==> src/rtl/assert_macros.svh <==
`ifndef ASSERT_MACROS_SVH
`define ASSERT_MACROS_SVH

// Clocked check on clk, held off while rst_n is low.
`define WMS_ASSERT(label, prop, msg) \
  label: assert property (@(posedge clk) disable iff (!rst_n) prop) \
    else $error(msg);

// Clocked check on clk that also runs through reset.
`define WMS_ASSERT_RST(label, prop, msg) \
  label: assert property (@(posedge clk) prop) else $error(msg);

`endif

==> src/rtl/wms_pkg.sv <==
package wms_pkg;

  localparam int SCORE_W  = 38;
  localparam int CFG_W    = 7;
  localparam int IDX_W    = 6;
  localparam int SYM_IN_W = 8;

  localparam logic [SCORE_W-1:0] SCORE_MAX = '1;

  localparam logic KIND_LOAD = 1'b0;
  localparam logic KIND_TEXT = 1'b1;

  typedef struct packed {
    logic                kind;
    logic [IDX_W-1:0]    pattern_index;
    logic [SYM_IN_W-1:0] symbol;
  } in_item_t;

  typedef struct packed {
    logic [SCORE_W-1:0] score;
    logic               is_match;
  } out_item_t;

  // broadcast to every cell of the row
  typedef struct packed {
    logic text_en;
    logic pat_rot;
  } cell_ctl_t;

  // sequencer to term/accumulate unit
  typedef struct packed {
    logic valid;
    logic first;
    logic last;
    logic clear;
  } acc_ctl_t;

endpackage

==> src/rtl/wms_cell.sv <==
module wms_cell #(
  parameter int SYMBOL_BITS = 8
) (
  input  logic                   clk,
  input  logic                   rst_n,
  input  wms_pkg::cell_ctl_t     ctl,
  input  logic                   p_we,
  input  logic [SYMBOL_BITS-1:0] p_wdata,
  input  logic [SYMBOL_BITS-1:0] p_in,
  input  logic [SYMBOL_BITS-1:0] t_in,
  output logic [SYMBOL_BITS-1:0] p_out,
  output logic [SYMBOL_BITS-1:0] t_out
);
  import wms_pkg::*;

  logic [SYMBOL_BITS-1:0] p_r, p_nxt;
  logic [SYMBOL_BITS-1:0] t_r, t_nxt;

  always_comb begin
    priority if (p_we) begin
      p_nxt = p_wdata;
    end else if (ctl.pat_rot) begin
      p_nxt = p_in;
    end else begin
      p_nxt = p_r;
    end
    t_nxt = ctl.text_en ? t_in : t_r;
  end

  always_ff @(posedge clk) begin
    if (!rst_n) begin
      p_r <= '0;
      t_r <= '0;
    end else begin
      p_r <= p_nxt;
      t_r <= t_nxt;
    end
  end

  assign p_out = p_r;
  assign t_out = t_r;

endmodule

==> src/rtl/wms_acc.sv <==
module wms_acc #(
  parameter int SYMBOL_BITS = 8
) (
  input  logic                        clk,
  input  logic                        rst_n,
  input  wms_pkg::acc_ctl_t           ctl,
  input  logic [SYMBOL_BITS-1:0]      p_sym,
  input  logic [SYMBOL_BITS-1:0]      t_sym,
  output logic [wms_pkg::SCORE_W-1:0] sum,
  output logic                        done
);
  import wms_pkg::*;

  localparam int PW = 2 * SYMBOL_BITS;
  localparam int TW = 4 * SYMBOL_BITS;
  localparam int AW = ((TW > SCORE_W) ? TW : SCORE_W) + 1;

  logic [SYMBOL_BITS-1:0] diff;

  // stage 1: p*t and (p-t)^2
  logic          s1_valid_r, s1_first_r, s1_last_r;
  logic [PW-1:0] s1_pt_r, s1_dd_r;
  // stage 2: full term
  logic          s2_valid_r, s2_first_r, s2_last_r;
  logic [TW-1:0] s2_term_r;
  // stage 3: saturating sum
  logic [SCORE_W-1:0] sum_r, sum_nxt;
  logic               done_r, done_nxt;
  logic [SCORE_W-1:0] base;
  logic [AW-1:0]      wide;

  assign diff = (p_sym >= t_sym) ? (p_sym - t_sym) : (t_sym - p_sym);

  always_comb begin
    base = s2_first_r ? '0 : sum_r;
    wide = AW'(base) + AW'(s2_term_r);
    sum_nxt  = sum_r;
    done_nxt = done_r;
    if (ctl.clear) begin
      done_nxt = 1'b0;
    end
    if (s2_valid_r) begin
      sum_nxt = (wide > AW'(SCORE_MAX)) ? SCORE_MAX : wide[SCORE_W-1:0];
      if (s2_last_r) begin
        done_nxt = 1'b1;
      end
    end
  end

  always_ff @(posedge clk) begin
    if (!rst_n) begin
      s1_valid_r <= 1'b0;
      s1_first_r <= 1'b0;
      s1_last_r  <= 1'b0;
      s2_valid_r <= 1'b0;
      s2_first_r <= 1'b0;
      s2_last_r  <= 1'b0;
      done_r     <= 1'b0;
    end else begin
      s1_valid_r <= ctl.valid;
      s1_first_r <= ctl.first;
      s1_last_r  <= ctl.last;
      s2_valid_r <= s1_valid_r;
      s2_first_r <= s1_first_r;
      s2_last_r  <= s1_last_r;
      done_r     <= done_nxt;
    end
  end

  always_ff @(posedge clk) begin
    s1_pt_r   <= PW'(p_sym) * PW'(t_sym);
    s1_dd_r   <= PW'(diff) * PW'(diff);
    s2_term_r <= TW'(s1_pt_r) * TW'(s1_dd_r);
    sum_r     <= sum_nxt;
  end

  assign sum  = sum_r;
  assign done = done_r;

endmodule

==> src/rtl/wildcard_match_scorer.sv <==
// Wildcard match scorer. Write pattern symbols with kind = 0 (pattern_index picks the
// slot, symbol 0 is a wildcard), then stream text symbols with kind = 1. Once
// pattern_length text symbols have arrived since the last pattern write, every text item
// returns score = sum over j of p_j*t*(p_j-t)^2 against the latest pattern_length text
// symbols (oldest aligned with p_0), and is_match = 1 when the score is zero. The score is
// exact and saturates at 2^38-1. Pattern writes and unscored text items leave it idle.
// A scored text item holds the input while the text and pattern rows are rotated past a
// single term unit and both end back in place, with terms taken over L, the effective
// pattern length; then a drain waits for the three-stage multiply/accumulate pipe behind
// the last term. For L below MAX_PATTERN-1 the pipe empties during the scan, so the
// drain then waits only on the output register.
// The drain also waits while an earlier score sits untaken in the output register;
// pattern writes and unscored text items pass that register freely. A pattern_length
// of 0 acts as 1, and one above MAX_PATTERN acts as MAX_PATTERN. Write pattern_length
// only while the block is idle.
`include "assert_macros.svh"

module wildcard_match_scorer #(
  parameter int MAX_PATTERN = 64,
  parameter int SYMBOL_BITS = 8
) (
  input  logic                      clk,
  input  logic                      rst_n,
  // item input
  input  logic                      in_valid,
  output logic                      in_ready,
  input  wms_pkg::in_item_t         in_item,
  // result output
  output logic                      out_valid,
  input  logic                      out_ready,
  output wms_pkg::out_item_t        out_item,
  // pattern_length register
  input  logic                      cfg_we,
  input  logic [wms_pkg::CFG_W-1:0] cfg_wdata
);
  import wms_pkg::*;

  localparam int N  = MAX_PATTERN;
  localparam int LW = $clog2(N + 1);   // fill count and effective length
  localparam int CW = $clog2(2 * N);   // scan pass counter

  typedef enum logic [1:0] {ST_IDLE, ST_SCAN, ST_DRAIN} state_t;

  state_t          state_r, state_nxt;
  logic [CW-1:0]   cnt_r, cnt_nxt;
  logic [LW-1:0]   fill_r, fill_nxt;
  logic            out_valid_r, out_valid_nxt;
  out_item_t       out_item_r, out_item_nxt;
  logic [CFG_W-1:0] cfg_r;

  logic [LW-1:0] eff;
  logic [LW-1:0] fill_inc;
  logic          in_acc, load_acc, text_acc, score_go;
  logic          out_free, out_take, out_load;

  // scan window: terms are taken for lo <= cnt < N
  logic [CW-1:0] lo, scan_last;
  logic          text_rot, in_window;

  // cell row
  cell_ctl_t              cell_ctl;
  logic [SYMBOL_BITS-1:0] p_q [N];
  logic [SYMBOL_BITS-1:0] t_q [N];
  logic [SYMBOL_BITS-1:0] sym;
  logic [SYMBOL_BITS-1:0] t_head_in;

  acc_ctl_t           acc_ctl;
  logic [SCORE_W-1:0] acc_sum;
  logic               acc_done;

  // config register
  always_ff @(posedge clk) begin
    if (!rst_n) begin
      cfg_r <= CFG_W'(1);
    end else if (cfg_we) begin
      cfg_r <= cfg_wdata;
    end
  end

  // clamp the length into 1..N
  always_comb begin
    priority if (cfg_r == '0) begin
      eff = LW'(1);
    end else if (32'(cfg_r) > N) begin
      eff = LW'(N);
    end else begin
      eff = LW'(cfg_r);
    end
  end

  assign in_ready = (state_r == ST_IDLE);
  assign in_acc   = in_valid && in_ready;
  assign load_acc = in_acc && (in_item.kind == KIND_LOAD);
  assign text_acc = in_acc && (in_item.kind == KIND_TEXT);
  assign fill_inc = (fill_r < LW'(N)) ? fill_r + LW'(1) : fill_r;
  assign score_go = text_acc && (fill_inc >= eff);

  assign out_take = out_valid_r && out_ready;
  assign out_free = !out_valid_r || out_ready;
  assign out_load = (state_r == ST_DRAIN) && acc_done && out_free;

  // Text rotates while cnt runs 0..N-1, so the text head (cell N-1) walks from the
  // oldest symbol to the newest and ends where it started. The pattern rotates from lo =
  // N-L through scan_last, so pattern head (cell 0) shows p_0 exactly when the text head
  // shows the symbol aligned with it, and the pattern row is restored at scan_last.
  assign lo        = CW'(N) - CW'(eff);
  assign scan_last = CW'(2 * N - 1) - CW'(eff);
  assign text_rot  = (state_r == ST_SCAN) && (cnt_r < CW'(N));
  assign in_window = (state_r == ST_SCAN) && (cnt_r >= lo) && (cnt_r < CW'(N));

  assign cell_ctl.text_en = text_acc || text_rot;
  assign cell_ctl.pat_rot = (state_r == ST_SCAN) && (cnt_r >= lo);

  assign sym       = SYMBOL_BITS'(in_item.symbol);
  assign t_head_in = text_acc ? sym : t_q[N-1];

  for (genvar k = 0; k < N; k++) begin : g_cell
    localparam int NEXT = (k + 1) % N;
    logic p_we;
    assign p_we = load_acc && (int'(in_item.pattern_index) == k);
    if (k == 0) begin : g_head
      wms_cell #(.SYMBOL_BITS(SYMBOL_BITS)) u_cell (
        .clk     (clk),
        .rst_n   (rst_n),
        .ctl     (cell_ctl),
        .p_we    (p_we),
        .p_wdata (sym),
        .p_in    (p_q[NEXT]),
        .t_in    (t_head_in),
        .p_out   (p_q[k]),
        .t_out   (t_q[k])
      );
    end else begin : g_body
      wms_cell #(.SYMBOL_BITS(SYMBOL_BITS)) u_cell (
        .clk     (clk),
        .rst_n   (rst_n),
        .ctl     (cell_ctl),
        .p_we    (p_we),
        .p_wdata (sym),
        .p_in    (p_q[NEXT]),
        .t_in    (t_q[k-1]),
        .p_out   (p_q[k]),
        .t_out   (t_q[k])
      );
    end
  end

  assign acc_ctl.valid = in_window;
  assign acc_ctl.first = in_window && (cnt_r == lo);
  assign acc_ctl.last  = in_window && (cnt_r == CW'(N - 1));
  assign acc_ctl.clear = out_load;

  wms_acc #(.SYMBOL_BITS(SYMBOL_BITS)) u_acc (
    .clk   (clk),
    .rst_n (rst_n),
    .ctl   (acc_ctl),
    .p_sym (p_q[0]),
    .t_sym (t_q[N-1]),
    .sum   (acc_sum),
    .done  (acc_done)
  );

  // sequencer
  always_comb begin
    state_nxt     = state_r;
    cnt_nxt       = cnt_r;
    fill_nxt      = fill_r;
    out_valid_nxt = out_valid_r;
    out_item_nxt  = out_item_r;
    unique case (state_r)
      ST_IDLE: begin
        if (load_acc) begin
          fill_nxt = '0;
        end else if (text_acc) begin
          fill_nxt = fill_inc;
          if (score_go) begin
            state_nxt = ST_SCAN;
            cnt_nxt   = '0;
          end
        end
      end
      ST_SCAN: begin
        cnt_nxt = cnt_r + CW'(1);
        if (cnt_r == scan_last) begin
          state_nxt = ST_DRAIN;
        end
      end
      ST_DRAIN: begin
        if (out_load) begin
          state_nxt = ST_IDLE;
        end
      end
      default: begin
        state_nxt = ST_IDLE;
      end
    endcase
    if (out_load) begin
      out_valid_nxt         = 1'b1;
      out_item_nxt.score    = acc_sum;
      out_item_nxt.is_match = (acc_sum == '0);
    end else if (out_take) begin
      out_valid_nxt = 1'b0;
    end
  end

  always_ff @(posedge clk) begin
    if (!rst_n) begin
      state_r     <= ST_IDLE;
      cnt_r       <= '0;
      fill_r      <= '0;
      out_valid_r <= 1'b0;
    end else begin
      state_r     <= state_nxt;
      cnt_r       <= cnt_nxt;
      fill_r      <= fill_nxt;
      out_valid_r <= out_valid_nxt;
    end
    out_item_r <= out_item_nxt;
  end

  assign out_valid = out_valid_r;
  assign out_item  = out_item_r;

  `WMS_ASSERT(a_load_clears_fill, load_acc |=> (fill_r == '0), "pattern write kept fill count")
  `WMS_ASSERT(a_full_starts_scan, score_go |=> (state_r == ST_SCAN && cnt_r == '0),
              "scored text item did not start a scan")
  `WMS_ASSERT(a_fill_bound, fill_r <= LW'(N), "fill count above window size")
  `WMS_ASSERT(a_result_from_drain, $rose(out_valid_r) |-> $past(state_r == ST_DRAIN),
              "result raised outside drain")
  `WMS_ASSERT_RST(a_reset_idle, !rst_n |=> (state_r == ST_IDLE && !out_valid_r),
                  "reset did not clear sequencer")

endmodule
==> config.mk <==
export PLATFORM = sky130hd
export DESIGN_NAME = wildcard_match_scorer
export DESIGN_NICKNAME = d
export VERILOG_FILES = /design/src/rtl/wms_pkg.sv /design/src/rtl/wms_cell.sv /design/src/rtl/wms_acc.sv /design/src/rtl/wildcard_match_scorer.sv
export VERILOG_INCLUDE_DIRS = /design/src /design/src/rtl
export SDC_FILE = /design/constraint.sdc
export NUM_CORES = 2
export LEC_CHECK = 0
export ABC_AREA = 1
export BUFFER_PORTS_ARGS = -buffer_cell sky130_fd_sc_hd__buf_2
export CORE_ASPECT_RATIO = 2
export CORE_MARGIN = 3
export CORE_UTILIZATION = 64
export CTS_CLUSTER_DIAMETER = 100
export DETAILED_ROUTE_END_ITERATION = 6
export GPL_TIMING_DRIVEN = 0
export PLACE_DENSITY = 0.81
export RECOVER_POWER = 25
export SKIP_CTS_REPAIR_TIMING = 1
export SYNTH_ARGS = -nofsm -noshare
export SYNTH_HDL_FRONTEND = slang
export SYNTH_SLANG_ARGS = --single-unit
==> constraint.sdc <==
create_clock -name clk -period 6.61 [get_ports clk]
set_input_delay 1.983 -clock clk [delete_from_list [all_inputs] [get_ports clk]]
set_output_delay 1.983 -clock clk [all_outputs]
set_load 0.02 [all_outputs]
==> run metrics <==
largest net degree at the start of global routing 39; # IOs 68; final setup TNS 0 ns; Placed Cells between 10000 and 15000; Remaining Overflow, GRT 0; wire length per cell a little under 20 um; Rel. slew slack -0.7679; CP top delay family adder cells; Port Buffers 67; final std cells w/o fill 10380; fin nets roughly 9500; fin crit share 0.9788; WP buf/inv 7; ys flop type dfxtp_1; Yosys warning total 0; maxcap violations 2; first-pass GRT wire length roughly 320000 um; Die X approximately 230 um; Detail Route Antenna Nets 0; hpwl dp approximately 150000 um; Root Buffer clkbuf_16; dpl ws -0.2216 ns; Syn Inst Count just under 9000; GRT Util Overall 0.3869; Mapped Area about 65000 um^2; Reg-to-Reg End u_acc.s2_term_r[30]; worst-path cell chain clkbuf_1, nand2_1, inv_1, fa_1, inv_1, fa_1, fa_1, inv_1, fa_1, fa_1, inv_1, fa_1, inv_1, ha_1, nand2_1, inv_1, a21oi_2, nand3_2, nand3_1, nand2_1, nand2_1, nand2_1; slowest CP cell dfxtp_1; via count roughly 60000; Hold Fails Final Rpt 0; die footprint ~100000 um^2; CTS tree done; Max IR drop VDD roughly 510 uV; via density per instance approximately 5.8; number of synthesized flops with an enable pin 77; Max Freq around 150 MHz; Critical Path Start Type flop; r2r setup slk 0.14 ns; Max Fanout on Critical Path 10; leakage 31.45 nW; Area Growth Syn to Fin 8.659%; post-synthesis sequential area ratio 0.3824; post-synthesis register bit count about 1200; Fin Hold WS 0.4216 ns; top cell type's share of synthesized area 0.3466; slowest cell delay on critical path approximately 0.62 ns; Synth Area per Inst approximately 7.4 um^2; Pre-Repair DR Iteration Count 6; htree depth 3; layout cells sized above 1 0.06193; min-delay worst type flop to flop; critical hold path startpoint u_acc.s1_last_r; Hold Path Depth 2; clock skew around 0.045 ns; Slew Viols, Final 44; Tightest Pin Transition ~2.7 ns; synth top area cells dfxtp_1 (35%), nand2_1 (9.6%), nor2_1 (8.4%), fa_1 (7.6%), o21ai_0 (7.3%); Hold Path End u_acc.s2_last_r; Critical Path AT between 7 and 8 ns; cell taking the most area after synthesis dfxtp_1; critical path type flop to flop; die height about 460 um; Starting Density 0.6462; CTS Buf Count slightly above 100; reg2reg start u_acc.s1_pt_r[8]; fin worst setup slack 0.1401 ns; Core Box Area 99930 um^2; clk buf depth 3; Final GP Congestion roughly 1.1; final-report setup violation count 0; ys async rst share 0; Crit path required time 7.24 ns; DRC 0; First DRT Iteration DRCs ~4200; worst r2r path cells 22; status finished with violations; total power 19.69 mW; power per cell area around 280 nW/um^2; Yosys cell types between 50 and 60; standard-cell rows 164; wirelength, routed between 200000 and 250000 um; vias in the first global route ~60000; clock sinks 1195; latest clock arrival within the worst-skew pair roughly 0.77 ns; initial antenna violation count 7; CP Capture Type flop; clk slew on worst S/H paths ~0.07 ns; Period minus WS final 6.470 ns; failing checks max-capacitance violations, max-slew violations
[registers in the layout, indices dropped and copies added, names as in the netlist, 2 cells and up]
name	cells
g_cell.g_head.u_cell.t_out	8
out_item	39
g_cell.g_body.u_cell.p_out	504
cnt_r	7
u_acc.s2_term_r	32
fill_r	7
u_acc.sum	38
state_r	2
g_cell.g_body.u_cell.t_out	504
u_acc.s1_dd_r	15
g_cell.g_head.u_cell.p_out	8
u_acc.s1_pt_r	16
cfg_r	7
[power by group]
group	internal, mW	switching (mW)
sequential	7.80	0.261
combinational	1.77	3.47
clock	3.45	2.93
[per-stage QoR]
| stage | util | instance area (um^2) |
|---|---|---|
| CTS | 0.7020 | 70150 |
| global route | 0.7020 | 70150 |
| finish | 0.7021 | 70160 |
| global placement | 0.6662 | 66580 |
| detailed placement | 0.6669 | 66650 |
| floorplan | - | 64580 |
[layout make-up]
cell class	instances	area, um^2
well taps	1328	1662
plain buffers	507	2297
clock inverters	51	669.4
diodes	7	17.52
multi-input cells	6247	34520
fillers	8638	29770
flip-flops and latches	1195	24700
clock buffers	135	2838
inverters	834	3139
repair buffers	74	321.6
[synth_stat cells (5+ instances only)]
master,instances
inv_2,16
nor2_1,1447
nand2_1,1657
buf_4,7
edfxtp_1,77
o21ai_2,11
nand3_1,577
nand2_2,65
nand4_4,38
o21bai_1,17
fa_1,244
buf_2,160
nand3_2,7
nor4_1,6
ha_1,251
nor2_2,6
nand3_4,5
nor2_4,9
a31oi_1,6
nor3_1,17
xor2_1,47
a21boi_0,6
xnor2_1,35
a21o_1,16
o21ai_1,161
o21ai_0,936
a21oi_1,607
inv_1,813
clkbuf_1,303
buf_6,17
nand4_1,36
buf_1,15
dfxtp_1,1118
or2_2,5
[logic make-up after synthesis]
| family | after synthesis | synth area share |
|---|---|---|
| XOR/XNOR | 82 | 0.01112 |
| AND/OR/NAND/NOR | 3886 | 0.2566 |
| adder cells (fa/ha/maj) | 495 | 0.1243 |
| AO/OA/AOI/OAI | 1780 | 0.1411 |
| other | 2 | 0.0001163 |
| flip-flops | 1195 | 0.3824 |
| buffers and inverters | 1341 | 0.08440 |
[cell usage in the layout (no fill, tap or decap), types with 14 or more instances in the layout]
cell	count
inv_1	811
a21oi_1	606
nand2_1	1655
edfxtp_1	77
clkbuf_8	14
dfxtp_1	1116
ha_1	251
clkbuf_1	384
clkbuf_16	103
o21ai_1	162
fa_1	244
buf_6	17
o21bai_1	16
xor2_1	46
xnor2_1	34
inv_2	16
nor3_1	16
clkbuf_2	21
a21o_1	16
clkinv_2	22
nand4_1	36
nand4_4	38
nand2_2	68
nor2_1	1443
o21ai_0	934
buf_2	148
buf_1	14
nand3_1	574
[worst min-delay path: cells and delay by family, from the launching register on]
family,cells,cell delay [ns]
AND/OR/NAND/NOR,1,0.05
flip-flops,1,0.31
buffers and inverters,1,0.04
[worst max path at each step]
stage                                            from             endpoint  slack [ns]  depth (start not counted)
CTS                 g_cell[63].g_body.u_cell.t_out[1]    u_acc.s1_dd_r[12]       -0.27                         25
detailed placement  g_cell[63].g_body.u_cell.t_out[1]    u_acc.s1_dd_r[12]       -0.22                         25
floorplan            g_cell[0].g_head.u_cell.p_out[2]    u_acc.s1_dd_r[12]        0.95                         28
finish                               u_acc.s1_pt_r[8]  u_acc.s2_term_r[30]        0.14                         22
global route         g_cell[0].g_head.u_cell.p_out[6]    u_acc.s1_dd_r[12]       -0.03                         26
global placement                            out_ready           state_r[1]       -1.02                          6
[per-layer routing]
metal	up-vias	GRT usage	part of all wire
li1	28570	-	-
met2	2291	0.7011	0.50
met5	-	0	0.000054
met4	2	0.4129	0.13
met1	27830	0.3419	0.31
met3	1106	0.07215	0.057
No activity file was read; power rests on OpenSTA's default activity.
